[config.mk]
export PLATFORM = sky130hd
export DESIGN_NAME = stereo_multimode_filter
export DESIGN_NICKNAME = d
export VERILOG_FILES = /design/src/design/smf_pkg.sv /design/src/design/smf_ctrl.sv /design/src/design/smf_datapath.sv /design/src/design/stereo_multimode_filter.sv
export SDC_FILE = /design/constraint.sdc
export NUM_CORES = 2
export LEC_CHECK = 0
export BUFFER_PORTS_ARGS = -buffer_cell sky130_fd_sc_hd__buf_2
export CAP_MARGIN = 10
export CORE_MARGIN = 5
export CORE_UTILIZATION = 50
export DETAILED_ROUTE_END_ITERATION = 10
export GPL_TIMING_DRIVEN = 0
export PLACE_DENSITY = 0.72
export SLEW_MARGIN = 10
export SYNTH_ARGS = -nofsm -noshare
export SYNTH_HDL_FRONTEND = slang
export SYNTH_SLANG_ARGS = --single-unit
[constraint.sdc]
create_clock -name clk -period 17 [get_ports clk]
set_input_delay 2.55 -clock clk [delete_from_list [all_inputs] [get_ports clk]]
set_output_delay 2.55 -clock clk [all_outputs]
set_load 0.02 [all_outputs]
[src/design/smf_pkg.sv]
// shared types, constants and microcode for the stereo multimode filter
`default_nettype none
package smf_pkg;

	typedef struct packed {
		logic signed [15:0] left_in;
		logic signed [15:0] right_in;
		logic [16:0]        env_gain;
	} smf_in_t;

	typedef struct packed {
		logic signed [15:0] left_out;
		logic signed [15:0] right_out;
		logic               audible;
	} smf_out_t;

	typedef logic [2:0] mode_t;
	localparam mode_t MODE_BYPASS    = 3'd0;
	localparam mode_t MODE_LADDER    = 3'd1;
	localparam mode_t MODE_PAIR      = 3'd2;
	localparam mode_t MODE_SVF_LOW   = 3'd3;
	localparam mode_t MODE_SVF_BAND  = 3'd4;
	localparam mode_t MODE_SVF_HIGH  = 3'd5;
	localparam mode_t MODE_ONEPOLE   = 3'd6;

	localparam logic [1:0] REG_MODE   = 2'd0;
	localparam logic [1:0] REG_CUTOFF = 2'd1;
	localparam logic [1:0] REG_RES    = 2'd2;

	localparam logic [15:0] CUT_MIN     = 16'd66;
	localparam logic [15:0] CUT_MAX     = 16'd65470;
	localparam logic [16:0] UNITY_Q16   = 17'd65536;
	localparam logic [15:0] NINE_TENTHS = 16'd58982;
	localparam int          AUDIBLE_LIMIT = 6871947;

	typedef enum logic [3:0] {
		SRC_ZERO, SRC_IN, SRC_TMP, SRC_Y,
		SRC_L0, SRC_L1, SRC_L2, SRC_L3,
		SRC_HP0, SRC_HP1, SRC_LP0, SRC_LP1,
		SRC_SV0, SRC_SV1, SRC_OP
	} src_t;

	typedef enum logic [2:0] {
		COEF_P, COEF_K4, COEF_K2, COEF_Q, COEF_GAIN
	} coef_t;

	// one op: dst = sat(c1 - c2 +/- round((a - b) * coef))
	typedef struct packed {
		src_t  a;
		src_t  b;
		coef_t coef;
		src_t  c1;
		src_t  c2;
		logic  neg;
		src_t  dst;
	} uop_t;

	typedef struct packed {
		logic load;
		logic mul;
		logic acc;
		logic div_start;
		logic div_wb;
		logic gain_acc;
		logic swap;
		logic push;
		logic chan;
		uop_t op;
	} smf_cmd_t;

	typedef struct packed {
		logic  div_busy;
		mode_t mode;
	} smf_stat_t;

	typedef enum logic [2:0] {
		ST_IDLE, ST_MUL, ST_ACC, ST_DIVLD, ST_DIV, ST_GMUL, ST_GACC, ST_DONE
	} state_t;

	function automatic uop_t mk(input src_t a, input src_t b, input coef_t cf,
			input src_t c1, input src_t c2, input logic ng, input src_t d);
		uop_t u;
		u.a = a; u.b = b; u.coef = cf; u.c1 = c1; u.c2 = c2; u.neg = ng; u.dst = d;
		return u;
	endfunction

	function automatic uop_t gain_uop();
		return mk(SRC_Y, SRC_ZERO, COEF_GAIN, SRC_ZERO, SRC_ZERO, 1'b0, SRC_ZERO);
	endfunction

	function automatic logic [3:0] prog_len(input mode_t m);
		logic [3:0] n;
		case (m) inside
			MODE_LADDER:                               n = 4'd10;
			MODE_PAIR:                                 n = 4'd7;
			MODE_SVF_LOW, MODE_SVF_BAND, MODE_SVF_HIGH: n = 4'd3;
			MODE_ONEPOLE:                              n = 4'd1;
			default:                                   n = 4'd0;
		endcase
		return n;
	endfunction

	function automatic uop_t uop_at(input mode_t m, input logic [3:0] step);
		uop_t u;
		logic [3:0] s;
		u = mk(SRC_ZERO, SRC_ZERO, COEF_P, SRC_ZERO, SRC_ZERO, 1'b0, SRC_ZERO);
		s = (step >= 4'd5) ? step - 4'd5 : step;
		case (m) inside
			MODE_LADDER: begin
				case (s)
					4'd0: u = mk(SRC_L3, SRC_ZERO, COEF_K4, SRC_IN, SRC_ZERO, 1'b1, SRC_TMP);
					4'd1: u = mk(SRC_TMP, SRC_L0, COEF_P, SRC_L0, SRC_ZERO, 1'b0, SRC_L0);
					4'd2: u = mk(SRC_L0, SRC_L1, COEF_P, SRC_L1, SRC_ZERO, 1'b0, SRC_L1);
					4'd3: u = mk(SRC_L1, SRC_L2, COEF_P, SRC_L2, SRC_ZERO, 1'b0, SRC_L2);
					default: u = mk(SRC_L2, SRC_L3, COEF_P, SRC_L3, SRC_ZERO, 1'b0, SRC_L3);
				endcase
			end
			MODE_PAIR: begin
				case (step)
					4'd0: u = mk(SRC_ZERO, SRC_ZERO, COEF_P, SRC_IN, SRC_HP0, 1'b0, SRC_TMP);
					4'd1: u = mk(SRC_TMP, SRC_ZERO, COEF_P, SRC_HP0, SRC_ZERO, 1'b0, SRC_HP0);
					4'd2: u = mk(SRC_HP1, SRC_ZERO, COEF_K2, SRC_TMP, SRC_ZERO, 1'b1, SRC_TMP);
					4'd3: u = mk(SRC_TMP, SRC_HP1, COEF_P, SRC_HP1, SRC_ZERO, 1'b0, SRC_HP1);
					4'd4: u = mk(SRC_LP1, SRC_ZERO, COEF_K2, SRC_TMP, SRC_ZERO, 1'b1, SRC_TMP);
					4'd5: u = mk(SRC_TMP, SRC_LP0, COEF_P, SRC_LP0, SRC_ZERO, 1'b0, SRC_LP0);
					default: u = mk(SRC_LP0, SRC_LP1, COEF_P, SRC_LP1, SRC_ZERO, 1'b0, SRC_LP1);
				endcase
			end
			MODE_SVF_LOW, MODE_SVF_BAND, MODE_SVF_HIGH: begin
				case (step)
					4'd0: u = mk(SRC_SV1, SRC_ZERO, COEF_Q, SRC_IN, SRC_SV0, 1'b1, SRC_TMP);
					4'd1: u = mk(SRC_TMP, SRC_ZERO, COEF_P, SRC_SV1, SRC_ZERO, 1'b0, SRC_SV1);
					default: u = mk(SRC_SV1, SRC_ZERO, COEF_P, SRC_SV0, SRC_ZERO, 1'b0, SRC_SV0);
				endcase
			end
			MODE_ONEPOLE: u = mk(SRC_IN, SRC_OP, COEF_P, SRC_OP, SRC_ZERO, 1'b0, SRC_OP);
			default: ;
		endcase
		return u;
	endfunction

endpackage
`default_nettype wire

[src/design/smf_ctrl.sv]
// sequencer for the filter microcode, divider and gain steps
`default_nettype none
module smf_ctrl (
	input  wire logic             clk,
	input  wire logic             arst_n,
	input  wire logic             in_valid,
	output logic                  in_ready,
	output logic                  out_valid,
	input  wire logic             out_ready,
	input  wire smf_pkg::smf_stat_t stat,
	output smf_pkg::smf_cmd_t     cmd
);
	import smf_pkg::*;

	state_t     state_q, state_d;
	logic [3:0] step_q;
	logic       chan_q;
	logic       out_valid_q;
	logic [3:0] len;
	logic       last;
	logic       bypass;

	assign len    = prog_len(stat.mode);
	assign last   = (step_q == len - 4'd1);
	assign bypass = (len == 4'd0);

	always_comb begin
		state_d = state_q;
		unique case (state_q)
			ST_IDLE:  if (in_valid) state_d = bypass ? ST_GMUL : ST_MUL;
			ST_MUL:   state_d = ST_ACC;
			ST_ACC: begin
				if (!last) state_d = ST_MUL;
				else if (stat.mode == MODE_LADDER) state_d = ST_DIVLD;
				else state_d = ST_GMUL;
			end
			ST_DIVLD: state_d = ST_DIV;
			ST_DIV:   if (!stat.div_busy) state_d = ST_GMUL;
			ST_GMUL:  state_d = ST_GACC;
			ST_GACC: begin
				if (chan_q) state_d = ST_DONE;
				else state_d = bypass ? ST_GMUL : ST_MUL;
			end
			ST_DONE:  if (!out_valid_q || out_ready) state_d = ST_IDLE;
			default:  state_d = ST_IDLE;
		endcase
	end

	always_comb begin
		cmd      = '0;
		cmd.chan = chan_q;
		cmd.op   = uop_at(stat.mode, step_q);
		unique case (state_q)
			ST_IDLE:  cmd.load = in_valid;
			ST_MUL:   cmd.mul = 1'b1;
			ST_ACC:   cmd.acc = 1'b1;
			ST_DIVLD: cmd.div_start = 1'b1;
			ST_DIV:   cmd.div_wb = !stat.div_busy;
			ST_GMUL: begin
				cmd.mul = 1'b1;
				cmd.op  = gain_uop();
			end
			ST_GACC: begin
				cmd.gain_acc = 1'b1;
				cmd.swap     = 1'b1;
			end
			ST_DONE:  cmd.push = !out_valid_q || out_ready;
			default: ;
		endcase
	end

	always_ff @(posedge clk or negedge arst_n) begin
		if (!arst_n) begin
			state_q     <= ST_IDLE;
			step_q      <= '0;
			chan_q      <= 1'b0;
			out_valid_q <= 1'b0;
		end else begin
			state_q <= state_d;
			if (state_q == ST_IDLE) begin
				step_q <= '0;
				chan_q <= 1'b0;
			end else if (state_q == ST_ACC && !last) begin
				step_q <= step_q + 4'd1;
			end else if (state_q == ST_GACC) begin
				step_q <= '0;
				chan_q <= 1'b1;
			end
			if (cmd.push) out_valid_q <= 1'b1;
			else if (out_ready) out_valid_q <= 1'b0;
		end
	end

	assign in_ready  = (state_q == ST_IDLE);
	assign out_valid = out_valid_q;
endmodule
`default_nettype wire

[src/design/smf_datapath.sv]
// filter state banks, shared multiplier, divider, gain and output register
`default_nettype none
module smf_datapath #(
	parameter int STATE_WIDTH = 24
) (
	input  wire logic               clk,
	input  wire logic               arst_n,
	input  wire logic               cfg_valid,
	input  wire logic [1:0]         cfg_index,
	input  wire logic [16:0]        cfg_data,
	input  wire smf_pkg::smf_in_t   in_data,
	input  wire smf_pkg::smf_cmd_t  cmd,
	output smf_pkg::smf_stat_t      stat,
	output smf_pkg::smf_out_t       out_data
);
	import smf_pkg::*;

	localparam int SW = STATE_WIDTH;
	localparam int DW = SW + 1;
	localparam int PW = DW + 20;
	localparam int AW = SW + 8;
	localparam int NW = SW + 16;
	localparam int CW = $clog2(NW + 1);
	localparam logic signed [PW-1:0] AUD_HI = PW'(AUDIBLE_LIMIT);
	localparam logic signed [PW-1:0] AUD_LO = -AUD_HI;
	localparam logic signed [SW:0]   O_HI = (SW+1)'(32767);
	localparam logic signed [SW:0]   O_LO = -O_HI - 1;

	function automatic logic signed [SW-1:0] sat(input logic signed [AW-1:0] v);
		logic signed [AW-1:0] hi;
		logic signed [AW-1:0] lo;
		hi = {{(AW-SW+1){1'b0}}, {(SW-1){1'b1}}};
		lo = ~hi;
		if (v > hi) return hi[SW-1:0];
		if (v < lo) return lo[SW-1:0];
		return v[SW-1:0];
	endfunction

	// configuration
	mode_t       mode_q;
	logic [15:0] cutoff_q;
	logic [16:0] res_q;

	// per-item coefficients
	logic [15:0] p_q;
	logic [18:0] k4_q;
	logic [17:0] k2_q;
	logic [16:0] q_q;
	logic [16:0] g_q;

	// current channel bank and the other channel's bank
	logic signed [SW-1:0] in_q, in_alt_q, tmp_q;
	logic signed [SW-1:0] lad_q [4];
	logic signed [SW-1:0] lad_alt_q [4];
	logic signed [SW-1:0] hp_q [2];
	logic signed [SW-1:0] hp_alt_q [2];
	logic signed [SW-1:0] lp_q [2];
	logic signed [SW-1:0] lp_alt_q [2];
	logic signed [SW-1:0] sv_q [2];
	logic signed [SW-1:0] sv_alt_q [2];
	logic signed [SW-1:0] op_q, op_alt_q;

	logic signed [PW-1:0] prod_s1;

	logic [NW-1:0] num_q;
	logic [18:0]   rem_q;
	logic [CW-1:0] cnt_q;
	logic          neg_q;

	logic signed [15:0] stg_l_q, stg_r_q;
	logic               stg_aud_q;
	smf_out_t           out_q;

	// load-time clamps
	logic [15:0] p_c;
	logic [16:0] r_c, g_c;
	logic [32:0] q_sum;
	logic signed [AW-1:0] xl, xr;

	assign p_c = (cutoff_q < CUT_MIN) ? CUT_MIN : (cutoff_q > CUT_MAX) ? CUT_MAX : cutoff_q;
	assign r_c = (res_q > UNITY_Q16) ? UNITY_Q16 : res_q;
	assign g_c = (in_data.env_gain > UNITY_Q16) ? UNITY_Q16 : in_data.env_gain;
	assign q_sum = 33'(r_c) * 33'(NINE_TENTHS) + 33'd32768;
	assign xl = AW'(in_data.left_in) <<< 5;
	assign xr = AW'(in_data.right_in) <<< 5;

	// filter output for the selected mode
	logic signed [SW-1:0] y_v;
	always_comb begin
		case (mode_q) inside
			MODE_LADDER, MODE_SVF_HIGH: y_v = tmp_q;
			MODE_PAIR:                  y_v = lp_q[1];
			MODE_SVF_LOW:               y_v = sv_q[0];
			MODE_SVF_BAND:              y_v = sv_q[1];
			MODE_ONEPOLE:               y_v = op_q;
			default:                    y_v = in_q;
		endcase
	end

	function automatic logic signed [SW-1:0] rd(input src_t s);
		logic signed [SW-1:0] v;
		case (s)
			SRC_IN:  v = in_q;
			SRC_TMP: v = tmp_q;
			SRC_Y:   v = y_v;
			SRC_L0:  v = lad_q[0];
			SRC_L1:  v = lad_q[1];
			SRC_L2:  v = lad_q[2];
			SRC_L3:  v = lad_q[3];
			SRC_HP0: v = hp_q[0];
			SRC_HP1: v = hp_q[1];
			SRC_LP0: v = lp_q[0];
			SRC_LP1: v = lp_q[1];
			SRC_SV0: v = sv_q[0];
			SRC_SV1: v = sv_q[1];
			SRC_OP:  v = op_q;
			default: v = '0;
		endcase
		return v;
	endfunction

	// multiply phase
	logic signed [SW-1:0] a_v, b_v;
	logic signed [DW-1:0] diff;
	logic signed [19:0]   coef_v;
	assign a_v  = rd(cmd.op.a);
	assign b_v  = rd(cmd.op.b);
	assign diff = DW'(a_v) - DW'(b_v);
	always_comb begin
		case (cmd.op.coef)
			COEF_K4:   coef_v = {1'b0, k4_q};
			COEF_K2:   coef_v = {2'b0, k2_q};
			COEF_Q:    coef_v = {3'b0, q_q};
			COEF_GAIN: coef_v = {3'b0, g_q};
			default:   coef_v = {4'b0, p_q};
		endcase
	end

	// accumulate phase, round to nearest with ties up
	logic signed [PW:0]     rsum, gsum;
	logic signed [PW-16:0]  rnd;
	logic signed [AW-1:0]   asum;
	logic signed [SW-1:0]   res_v;
	logic signed [SW:0]     o_v;
	logic signed [15:0]     o_sat;
	logic                   loud;
	assign rsum  = {prod_s1[PW-1], prod_s1} + (PW+1)'(32768);
	assign rnd   = rsum[PW:16];
	assign asum  = AW'(rd(cmd.op.c1)) - AW'(rd(cmd.op.c2))
		+ (cmd.op.neg ? -AW'(rnd) : AW'(rnd));
	assign res_v = sat(asum);
	assign gsum  = {prod_s1[PW-1], prod_s1} + (PW+1)'(1 << 20);
	assign o_v   = gsum[PW:21];
	assign o_sat = (o_v > O_HI) ? 16'sh7FFF : (o_v < O_LO) ? 16'sh8000 : o_v[15:0];
	assign loud  = (prod_s1 > AUD_HI) || (prod_s1 < AUD_LO);

	// restoring divider for the ladder's 1/(1+k) scaling
	logic [19:0]   trial, den;
	logic          fits;
	logic [SW-1:0] abs_l3;
	logic [SW:0]   qv, qres;
	assign trial  = {rem_q, num_q[NW-1]};
	assign den    = 20'(UNITY_Q16) + 20'(k4_q);
	assign fits   = (trial >= den);
	assign abs_l3 = lad_q[3][SW-1] ? SW'(-lad_q[3]) : lad_q[3];
	assign qv     = {1'b0, num_q[SW-1:0]};
	assign qres   = neg_q ? -qv : qv;

	always_ff @(posedge clk or negedge arst_n) begin
		if (!arst_n) begin
			mode_q   <= MODE_BYPASS;
			cutoff_q <= 16'd32768;
			res_q    <= '0;
			cnt_q    <= '0;
		end else begin
			if (cfg_valid) begin
				unique case (cfg_index)
					REG_MODE:   mode_q   <= cfg_data[2:0];
					REG_CUTOFF: cutoff_q <= cfg_data[15:0];
					REG_RES:    res_q    <= cfg_data;
					default: ;
				endcase
			end
			if (cmd.div_start) cnt_q <= CW'(NW);
			else if (cnt_q != '0) cnt_q <= cnt_q - CW'(1);
		end
	end

	always_ff @(posedge clk or negedge arst_n) begin
		if (!arst_n) begin
			for (int i = 0; i < 4; i++) begin
				lad_q[i]     <= '0;
				lad_alt_q[i] <= '0;
			end
			for (int i = 0; i < 2; i++) begin
				hp_q[i] <= '0; hp_alt_q[i] <= '0;
				lp_q[i] <= '0; lp_alt_q[i] <= '0;
				sv_q[i] <= '0; sv_alt_q[i] <= '0;
			end
			op_q     <= '0;
			op_alt_q <= '0;
		end else if (cmd.swap) begin
			for (int i = 0; i < 4; i++) begin
				lad_q[i]     <= lad_alt_q[i];
				lad_alt_q[i] <= lad_q[i];
			end
			for (int i = 0; i < 2; i++) begin
				hp_q[i] <= hp_alt_q[i]; hp_alt_q[i] <= hp_q[i];
				lp_q[i] <= lp_alt_q[i]; lp_alt_q[i] <= lp_q[i];
				sv_q[i] <= sv_alt_q[i]; sv_alt_q[i] <= sv_q[i];
			end
			op_q     <= op_alt_q;
			op_alt_q <= op_q;
		end else if (cmd.acc) begin
			case (cmd.op.dst)
				SRC_L0:  lad_q[0] <= res_v;
				SRC_L1:  lad_q[1] <= res_v;
				SRC_L2:  lad_q[2] <= res_v;
				SRC_L3:  lad_q[3] <= res_v;
				SRC_HP0: hp_q[0]  <= res_v;
				SRC_HP1: hp_q[1]  <= res_v;
				SRC_LP0: lp_q[0]  <= res_v;
				SRC_LP1: lp_q[1]  <= res_v;
				SRC_SV0: sv_q[0]  <= res_v;
				SRC_SV1: sv_q[1]  <= res_v;
				SRC_OP:  op_q     <= res_v;
				default: ;
			endcase
		end
	end

	// payload registers
	always_ff @(posedge clk) begin
		if (cmd.load) begin
			in_q     <= sat(xl);
			in_alt_q <= sat(xr);
			p_q      <= p_c;
			k4_q     <= {r_c, 2'b0};
			k2_q     <= {r_c, 1'b0};
			q_q      <= UNITY_Q16 - q_sum[32:16];
			g_q      <= g_c;
		end else if (cmd.swap) begin
			in_q     <= in_alt_q;
			in_alt_q <= in_q;
		end
		if (cmd.acc && cmd.op.dst == SRC_TMP) tmp_q <= res_v;
		else if (cmd.div_wb) tmp_q <= qres[SW-1:0];
		if (cmd.mul) prod_s1 <= PW'(diff) * PW'(coef_v);
		if (cmd.div_start) begin
			num_q <= {abs_l3, 16'b0};
			rem_q <= '0;
			neg_q <= lad_q[3][SW-1];
		end else if (cnt_q != '0) begin
			rem_q <= fits ? 19'(trial - den) : trial[18:0];
			num_q <= {num_q[NW-2:0], fits};
		end
		if (cmd.gain_acc) begin
			if (cmd.chan) begin
				stg_r_q   <= o_sat;
				stg_aud_q <= stg_aud_q | loud;
			end else begin
				stg_l_q   <= o_sat;
				stg_aud_q <= loud;
			end
		end
		if (cmd.push) begin
			out_q.left_out  <= stg_l_q;
			out_q.right_out <= stg_r_q;
			out_q.audible   <= stg_aud_q;
		end
	end

	assign stat.div_busy = (cnt_q != '0);
	assign stat.mode     = mode_q;
	assign out_data      = out_q;
endmodule
`default_nettype wire

[src/design/stereo_multimode_filter.sv]
// stereo multimode filter top level: sequencer plus datapath
// each request carries a stereo pair; each channel runs N ops of the mode's microcode (bypass 0,
// one-pole 1, svf 3, hp+lp pair 7, ladder 10), each a multiply then an accumulate step, then a
// gain multiply and accumulate; the ladder also runs its bit-serial divider per channel. one item
// in flight: a new request is taken only after the last result is pushed, which waits while a
// result is still pending; the shared multiplier and the one-bit-per-cycle divider set the pace.
// reset clears all filter state and the registers (mode bypass, cutoff 0.5, no resonance)
`default_nettype none
module stereo_multimode_filter #(
	parameter int STATE_WIDTH = 24
) (
	input  wire logic               clk,
	input  wire logic               arst_n,
	input  wire logic               in_valid,
	output logic                    in_ready,
	input  wire smf_pkg::smf_in_t   in_data,
	output logic                    out_valid,
	input  wire logic               out_ready,
	output smf_pkg::smf_out_t       out_data,
	input  wire logic               cfg_valid,
	output logic                    cfg_ready,
	input  wire logic [1:0]         cfg_index,
	input  wire logic [16:0]        cfg_data
);
	import smf_pkg::*;

	smf_cmd_t  cmd;
	smf_stat_t stat;

	assign cfg_ready = 1'b1;

	smf_ctrl u_ctrl (
		.clk       (clk),
		.arst_n    (arst_n),
		.in_valid  (in_valid),
		.in_ready  (in_ready),
		.out_valid (out_valid),
		.out_ready (out_ready),
		.stat      (stat),
		.cmd       (cmd)
	);

	smf_datapath #(.STATE_WIDTH(STATE_WIDTH)) u_dp (
		.clk       (clk),
		.arst_n    (arst_n),
		.cfg_valid (cfg_valid),
		.cfg_index (cfg_index),
		.cfg_data  (cfg_data),
		.in_data   (in_data),
		.cmd       (cmd),
		.stat      (stat),
		.out_data  (out_data)
	);

	// one request at a time
	a_one_in_flight: assert property (@(posedge clk) disable iff (!arst_n)
		(in_valid && in_ready) |=> !in_ready)
		else $error("request accepted while busy");

	a_div_busy: assert property (@(posedge clk) disable iff (!arst_n)
		stat.div_busy |-> !in_ready)
		else $error("divider running while idle");

	a_no_overwrite: assert property (@(posedge clk) disable iff (!arst_n)
		cmd.push |-> (!out_valid || out_ready))
		else $error("result register overwritten");
endmodule
`default_nettype wire
==> results.txt <==
The run finished, with violations left. The checks that failed: max-capacitance violations, max-slew violations. The maximum buffer depth of the clock tree is 3. The clock transition at the registers of the reported paths is 70 ps. The total clock sinks came out at 889. Clock skew on the completed layout was measured at 83.3 ps.

The DRC marker count from the first detailed-route iteration came out at 9,143. In this run the worst hold path is classified as flip-flop to flip-flop. In this run the cell area of the synthesized design comes to 73,000 um2.

The wire length of the first global-routing pass came out at 498 mm. The startpoint identified for the worst register-to-register timing path is u_ctrl.step_q[0]$_DFFE_PN0P_. In this run the tightest slew margin relative to its limit is -0.747%. The critical path endpoint category is a flip-flop.

The count of maximum capacitance violations came out at 1. Pin placement for this block handled 109 I/O pins. The final-report hold violation count is 0. The later-pin clock latency in the skew report came out at 760 ps. The average cell area after synthesis came out at 8.75 um2.

The most critical setup path has its startpoint at u_ctrl.step_q[0]$_DFFE_PN0P_. The first-pass iteration count of the detailed router came out at 11. The critical path start-end classification is flip-flop to flip-flop. The fraction of final layout cells with drive strength greater than 1 came out at 6.05%. Detailed placement ended at an HPWL of 286 mm. The async set-reset flop share out of synthesis came out at 65.1%. In this run, synthesis inferred 275 flip-flops with an integrated enable. The placed instances occupy a cell area of 76,800 um2.

At the pin with the least slew margin, the transition time is 1510 ps. The routed design has 358 mm of wire. The number of H-tree branching levels is 3. Input and output buffers added on the ports amount to 107. Ranked by instance count, the synthesized netlist is headed by sky130_fd_sc_hd__nand2_1, sky130_fd_sc_hd__inv_1, sky130_fd_sc_hd__nor2_1.

The post-cts resize count came out at 7. The layout has 12,885 filler cells. The data arrival time at the worst-slack endpoint is 16,990 ps. The clock period minus worst slack is 16,530 ps. STA classifies the critical path startpoint as a flip-flop. The detail-routed via count per cell came out at 6.51.

At the end of routability-driven placement, the weighted congestion stood at 1.12. The die outline area came out at 154,000 um2. The CTS buffer count came out at 95. The maximum fanout count along the critical path is 10.

The synthesis warning total is 0. The share of the clock period used by the worst path after layout came out at 97.2%. The dominant cell type by count on the critical path is sky130_fd_sc_hd__fa_1.

TritonCTS built the clock tree. The total overflow left after global routing is 0. The detail route stage leaves a number of antenna-violating nets equal to 0.

Global routing consumed, over all layers together, 46.3% of the routing resources. The number of nets produced by synthesis is 9,347. The core region is 145,000 um2.

The startpoint identified for the worst hold timing path is u_dp.stg_r_q[13]$_DFFE_PP_. The number of buffers inserted to repair setup after CTS is 0. The proportion of netlist area held by the largest area contributor came out at 19.8%. The worst path buffer plus inverter count is 11.

The number of vias after detailed routing came out at 69,141. The final layout net count is 9,592. The final setup TNS is 0 ps. The delay contributed by the slowest stage of the critical path is 740 ps. In the post-synthesis netlist, the biggest area contributors are sky130_fd_sc_hd__dfrtp_1, sky130_fd_sc_hd__fa_1, sky130_fd_sc_hd__edfxtp_1. For the worst setup path, the data required time is 17,450 ps. The slowest stage of the critical path belongs to the cell sky130_fd_sc_hd__a2111oi_0.

The root buffer selected by CTS is sky130_fd_sc_hd__clkbuf_16. Entering global routing, the biggest net connects 110 pins. The commonest register cell after synthesis is sky130_fd_sc_hd__dfrtp_1. The initial standard-cell utilization of the core came out at 50.2%. The family with the most delay on the worst path is compound AO/OA/AOI/OAI gates. Measured along the y axis, the die boundary spans 392 um.

The most common cell in the synthesized netlist is sky130_fd_sc_hd__nand2_1. The synthesized design spends more area on one cell type than any other, namely sky130_fd_sc_hd__dfrtp_1. For this run, the top clock speed supported by timing is 0.0605 GHz. Counting distinct cell types in the post-synthesis netlist gives 106. The relative area change from synthesis to final layout is 10.3%. The total of endpoints with negative setup slack in the final report is 0. For this run, the register share of the synthesized area comes to 32.1%.

The number of instances in the synthesized netlist came out at 8,342. The total number of placement rows came out at 140. The finished cells cover 80,500 um2.

The max-slew violation total from the final report was 7. The average wire per standard cell came out at 33.7 um. The minimum hold slack came out at 401 ps. The flop and latch count out of synthesis is 889. After detailed routing, the number of remaining DRC violations is 0. The finished layout holds 10,613 standard cells, fillers aside. Counting tap cells, the placed design contains a total of 10,405 instances. After clock tree synthesis, the flow added hold-fix buffers numbering 0. The die is 392 um wide. The number of global-route vias before repair came out at 66,830. The number of antenna violations at the first check in global routing is 35.
-- sequential cells by signal (all words and copies together) (netlist names), 17 cells and up --
register	flops
u_dp.sv_alt_q	48
u_dp.num_q	40
u_dp.tmp_q	24
u_dp.out_data	33
u_dp.q_q	17
u_dp.res_q	17
u_dp.hp_q	48
u_dp.op_alt_q	24
u_dp.k4_q	17
u_dp.in_alt_q	24
u_dp.lad_alt_q	96
u_dp.prod_s1	45
u_dp.hp_alt_q	48
u_dp.in_q	24
u_dp.sv_q	48
u_dp.g_q	17
u_dp.lad_q	96
u_dp.lp_q	48
u_dp.lp_alt_q	48
u_dp.op_q	24
u_dp.rem_q	19
-- worst register-to-register path, delay by kind of cell, from the launching register on --
family / cells / cell delay, ps
xor gates and xnor gates: 1 / 110
AOI/OAI and AO/OA: 15 / 5030
buffers and inverters: 11 / 2460
muxes: 1 / 450
adders and majority gates: 10 / 4660
and+or+nand+nor: 13 / 3150
DFF: 1 / 380
-- layout make-up --
| class | instances | area (um2) | share of cell area (%) |
|---|---|---|---|
| multi-input combinational | 6214 | 45200 | 56.1 |
| sequential | 889 | 23400 | 29.1 |
| inverter | 756 | 2840 | 3.52 |
| clock buffer | 122 | 2680 | 3.32 |
| tap | 1917 | 2400 | 2.98 |
| buffer | 482 | 1910 | 2.37 |
| timing repair buffer | 149 | 1240 | 1.54 |
| clock inverter | 55 | 778 | 0.966 |
| antenna | 29 | 72.6 | 0.0901 |
-- path summary, 6_finish.rpt --
path	to	slack [ps]	cells past startpoint
max	u_dp.prod_s1[44]$_DFFE_PP_	470	51
min	u_dp.out_data[14]$_DFFE_PP_	400	0
max reg2reg	u_dp.prod_s1[44]$_DFFE_PP_	470	51
min reg2reg	u_dp.out_data[14]$_DFFE_PP_	400	0
max in group asynchronous	u_dp.cutoff_q[15]$_DFFE_PN1P_	13420	4
min in group asynchronous	u_dp.lp_q[41]$_DFFE_PN0P_	1730	1
-- layer usage --
metal | vias up | track usage [%] | part of all wire [%]
met5 | - | 0 | 0.023
met4 | 12 | 39.2 | 11
met3 | 1353 | 13.9 | 11
met2 | 4742 | 69.0 | 43
met1 | 34226 | 54.7 | 35
li1 | 28808 | - | -
-- placed cells by master, fill, tap and decap left out, types with 91 or more instances in the layout --
cell type	Yosys	routed
sky130_fd_sc_hd__nand2_1	1674	1671
sky130_fd_sc_hd__inv_1	755	755
sky130_fd_sc_hd__nor2_1	667	661
sky130_fd_sc_hd__fa_1	578	578
sky130_fd_sc_hd__dfrtp_1	578	578
sky130_fd_sc_hd__a21oi_1	481	478
sky130_fd_sc_hd__clkbuf_1	432	422
sky130_fd_sc_hd__ha_1	354	354
sky130_fd_sc_hd__edfxtp_1	275	275
sky130_fd_sc_hd__o21ai_0	256	255
sky130_fd_sc_hd__xnor2_1	188	180
sky130_fd_sc_hd__nand3_1	176	176
sky130_fd_sc_hd__and3_1	151	151
sky130_fd_sc_hd__a221oi_1	146	145
sky130_fd_sc_hd__buf_2	17	125
sky130_fd_sc_hd__nor2b_1	133	123
sky130_fd_sc_hd__o21ai_1	108	109
sky130_fd_sc_hd__xor2_1	113	109
sky130_fd_sc_hd__clkbuf_16	0	100
sky130_fd_sc_hd__a22oi_1	96	96
sky130_fd_sc_hd__nor3_1	97	91
-- kinds of logic after synthesis --
family / after synthesis / share of synthesized area, %
AND/OR/NAND/NOR: 3233 / 19.5
AO/OA/AOI/OAI: 1650 / 14.9
buffers and inverters: 1239 / 6.46
adder cells (fa/ha/maj): 932 / 21.9
flip-flops: 889 / 32.1
XOR/XNOR: 302 / 3.64
multiplexers: 96 / 1.39
other: 1 / 0.00514
-- metrics by stage --
stage	setup WS [ps]	utilization, %
finish	468	55.4
global route	-8.12	55.3
CTS	96.2	55.2
detailed placement	-592	52.8
global placement	-3020	52.2
floorplan	3000	-
Power is not shown: default switching activity piles up to over one toggle a cycle in this logic, so the estimate is an artifact.
